## src/rtl/core/tcce_pkg.sv

```systemverilog
`default_nettype none

package tcce_pkg;

    // Request codes carried by req_type. Codes 6 and 7 have no meaning.
    typedef enum logic [2:0] {
        REQ_CHAR        = 3'd0,
        REQ_SCROLL_UP   = 3'd1,
        REQ_SCROLL_DOWN = 3'd2,
        REQ_LEFT        = 3'd3,
        REQ_RIGHT       = 3'd4,
        REQ_CLEAR       = 3'd5
    } t_req;

    // Configuration register indexes.
    localparam int unsigned CFG_IDX_W = 2;

    typedef enum logic [CFG_IDX_W-1:0] {
        CFG_ORIGIN     = 2'd0,
        CFG_SPAN       = 2'd1,
        CFG_CHAR_ATTR  = 2'd2,
        CFG_BLANK_ATTR = 2'd3
    } t_cfg_idx;

    localparam int unsigned CELL_W = 16;
    localparam int unsigned BYTE_W = 8;

    typedef logic [CELL_W-1:0] t_cell;
    typedef logic [BYTE_W-1:0] t_byte;

    // Control characters with a meaning of their own.
    localparam t_byte CH_LF = 8'h0A;
    localparam t_byte CH_CR = 8'h0D;
    localparam t_byte CH_BS = 8'h08;

    // Register values after reset.
    localparam t_cell RST_ORIGIN     = 16'd0;
    localparam t_cell RST_SPAN       = 16'd16000;
    localparam t_byte RST_CHAR_ATTR  = 8'd7;
    localparam t_byte RST_BLANK_ATTR = 8'd7;

endpackage

`default_nettype wire

```

## src/rtl/core/tcce_row_mod.sv

```systemverilog
`default_nettype none

// Remainder of a 16-bit cell number by the row width. The value is split
// into two bytes; each byte's share of the remainder comes from a constant
// table, and their sum is below twice the row width, so one conditional
// subtract finishes the job.
module tcce_row_mod
    import tcce_pkg::*;
#(
    parameter int unsigned ROW_CELLS = 80
) (
    input  wire t_cell       i_value,
    output logic [BYTE_W-1:0] o_rem
);

    localparam logic [BYTE_W:0] ROW_W9 = (BYTE_W+1)'(ROW_CELLS);

    logic [BYTE_W-1:0] w_hi_tab [256];
    logic [BYTE_W-1:0] w_lo_tab [256];
    logic [BYTE_W:0]   w_sum;
    logic [BYTE_W:0]   w_red;

    for (genvar g = 0; g < 256; g++) begin : g_tab
        assign w_hi_tab[g] = BYTE_W'((g * 256) % ROW_CELLS);
        assign w_lo_tab[g] = BYTE_W'(g % ROW_CELLS);
    end

    always_comb begin
        w_sum = {1'b0, w_hi_tab[i_value[15:8]]} + {1'b0, w_lo_tab[i_value[7:0]]};
        if (w_sum >= ROW_W9) begin
            w_red = w_sum - ROW_W9;
        end else begin
            w_red = w_sum;
        end
        o_rem = w_red[BYTE_W-1:0];
    end

endmodule

`default_nettype wire

```

## config.mk

```make
export PLATFORM = sky130hd
export DESIGN_NAME = tcce_row_mod
export DESIGN_NICKNAME = d
export VERILOG_FILES = /design/src/rtl/core/tcce_pkg.sv /design/src/rtl/core/tcce_row_mod.sv
export SDC_FILE = /design/constraint.sdc
export NUM_CORES = 1
export LEC_CHECK = 0
export BUFFER_PORTS_ARGS = -buffer_cell sky130_fd_sc_hd__buf_2
export CELL_PAD_IN_SITES_DETAIL_PLACEMENT = 0
export CELL_PAD_IN_SITES_GLOBAL_PLACEMENT = 1
export CORE_ASPECT_RATIO = 1.75
export CORE_MARGIN = 2
export CORE_UTILIZATION = 34
export DETAILED_ROUTE_END_ITERATION = 7
export PLACE_DENSITY = 0.72
export SETUP_SLACK_MARGIN = 0.05
export SYNTH_ARGS = -nofsm -noshare
export SYNTH_HDL_FRONTEND = slang
export SYNTH_SLANG_ARGS = --single-unit
```

## constraint.sdc

```tcl
create_clock -name vclk -period 12.4
set_clock_uncertainty 0.05 [all_clocks]
set_input_delay 3.72 -clock vclk [all_inputs]
set_output_delay 3.72 -clock vclk [all_outputs]
set_load 0.02 [all_outputs]
```

==> results by group <==
Floorplan
  – Core area: 0.00411 mm²
  – Die Wd: 53.2 µm
  – Die area: 0.00480 mm²
  – # IOs: 24
  – Initial core utilization: 0.351
  – Rows: 31
  – Die Span Y: 90.2 µm

Detailed routing
  – Final antenna-violating net count: 0
  – Wire length per cell: 15.4 µm
  – Via count: 1404
  – Number of detailed-route iterations in the first pass: 4
  – Routed vias/inst: 5.73
  – Residual DRC: 0
  – DRT Wirelength: 3770 µm
  – Initial DRC Count: 27

Power and ir drop
  – Logic pwr share: 1.000
  – Final Power: 94.3 µW
  – Sequential share of power: 0
  – Power Density: 63.2 mW/mm²
  – Psw: 56.0 µW
  – Leakage: 0.000657 µW
  – Clock power share: 0
  – Max VDD drop: 0.0957 mV
  – Net Sw Frac: 0.594
  – Internal Power: 38.3 µW

Flow run
  – Max-Cap Viols: 0

Clock network
  – Setup repair bufs after CTS: 0
  – Post-CTS Hold Buffers: 0
  – Post-CTS Resized: 0

Critical path
  – CP dominant cell by count: ha_1
  – Worst path arrival time: 7.62 ns
  – Crit-path leading delay family: adder cells
  – Setup Crit Path Kind: in -> out
  – Slowest CP cell: mux4_2
  – Worst path bufs/invs: 4
  – CP cell instances: buf_2 -> inv_1 -> ha_1 -> nor2_1 -> a21oi_1 -> mux4_2 -> o31ai_2 -> a31oi_1 -> a211oi_1 -> ha_1 -> fa_1 -> inv_1 -> ha_1 -> a311oi_1 -> o21ai_0 -> nor2b_1 -> xnor2_1 -> buf_2
  – Critical Path Fanout Max: 10
  – CP startpoint kind: input pin
  – CP peak stage delay: 0.50 ns
  – Worst path required time: 8.63 ns
  – Worst Setup End Kind: output port

Timing
  – Slew Viols, Final: 0
  – Setup_tns: 0 ns
  – Least-Margin Pin Slew: 0.534 ns
  – Final setup viols: 0
  – Max Clk Rate: 0.0878 GHz
  – Worst setup margin: 1.01 ns
  – Slew HR: 0.641
  – Final hold violations: 0
  – Unrepaired setup endpoints after global routing: no
  – Crit path time final: 11.39 ns
  – Fin crit share: 0.918

GRT
  – Largest net degree at the start of global routing: 28
  – First-pass GRT wire length: 6310 µm
  – Initial antenna violation count: 0
  – GRT Overall Usage: 0.166
  – Vias in the first global route: 1376
  – Total gr overflow: 0

Finish
  – Seq_cells: 0
  – # diodes: 0
  – Reg area: 0 µm²
  – Synth-to-layout area growth: 3.38%
  – CLK BUF: 0
  – Finished Layout Cells: 245
  – Final Net Count: 232
  – Share of post-route cells with drive strength above 1: 0.230

Logic synthesis
  – Syn Inst Count: 191
  – Area share of the largest cell type after synthesis: 0.147
  – Post-synth net total: 225
  – Register area share after synthesis: 0
  – Post-synth top area cell: ha_1
  – Largest cells by area after synthesis: ha_1 (15%), mux4_2 (11%), mux2i_1 (6.9%)
  – Synth Cell Area: 0.00144 mm²
  – Top post-synthesis cells by count: nor2_1 (22), ha_1 (17), nand2_1 (15)
  – Count of different cell masters after synthesis: 46
  – Count leader, synth: nor2_1
  – Mean Syn Cell Area: 7.55 µm²
  – Synth warnings: 0

Place
  – Routability cong.: 0.824
  – Setup WS pre-CTS: 0.992 ns
  – Hpwl dp: 3020 µm
  – Port bufs: 24
  – DP Cell Count: 245

Worst hold path
  – Worst min-delay path category: in -> out

Status
  – Status: complete, no violations
cells in the final DEF, fill, tap and decap left out, types with 2 or more instances in the layout:
cell type  instances
a211oi_1           3
a21o_1             2
a21oi_1           11
a221oi_1           2
a311o_1            2
a311oi_1           3
a31oi_1            2
and2_1             2
buf_2             24
ha_1              17
inv_1             10
mux2_2             8
mux2i_1           10
mux4_2             7
nand2_1           15
nand2b_1           2
nor2_1            22
nor2b_1            6
nor3_1             7
nor4_1             3
o211ai_1           3
o21ai_0           11
xnor2_1            5
metal layers:
layer / vias to the layer above / track usage / routed length (µm)
met1: 654 / 0.181 / 1390
met2: 32 / 0.320 / 2130
met5: - / 0 / 0
met3: 10 / 0 / 84
met4: 0 / 0.0556 / 159
li1: 708 / - / -
power groups by stage:
stage / clock (µW) / combinational (µW) / sequential (µW)
after detailed placement: 0 / 94.5 / 0
after global routing: 0 / 105 / 0
final: 0 / 94.3 / 0
after global placement: 0 / 94.3 / 0
after floorplan: 0 / 73.6 / 0
after CTS: 0 / 95.3 / 0
cell type report:
class	count	area (µm²)
multi-input combinational	160	1260
timing repair buffer	24	120
inverter	12	45.0
tap	49	61.3
fill	484	2620
worst paths after layout:
kind       start       end  slack, ns  depth (start not counted)
min   i_value[2]  o_rem[2]       7.62                          2
max   i_value[8]  o_rem[6]       1.01                         18
cells by family after synthesis:
kind of cell,Yosys count,share of synthesized area
AO/OA/AOI/OAI,50,0.245
XOR/XNOR,5,0.0304
adder cells (fa/ha/maj),18,0.161
buffers and inverters,31,0.123
multiplexers,25,0.241
AND/OR/NAND/NOR,62,0.199
through the flow:
step | hold slack, ns | cell area, µm² | util
CTS | 7.63 | 1490 | 0.363
floorplan | 7.50 | 1440 | -
detailed placement | 7.62 | 1490 | 0.363
finish | 7.62 | 1490 | 0.363
global placement | 7.62 | 1490 | 0.363
global route | 7.64 | 1490 | 0.363
No activity file was read; power rests on OpenSTA's default activity.
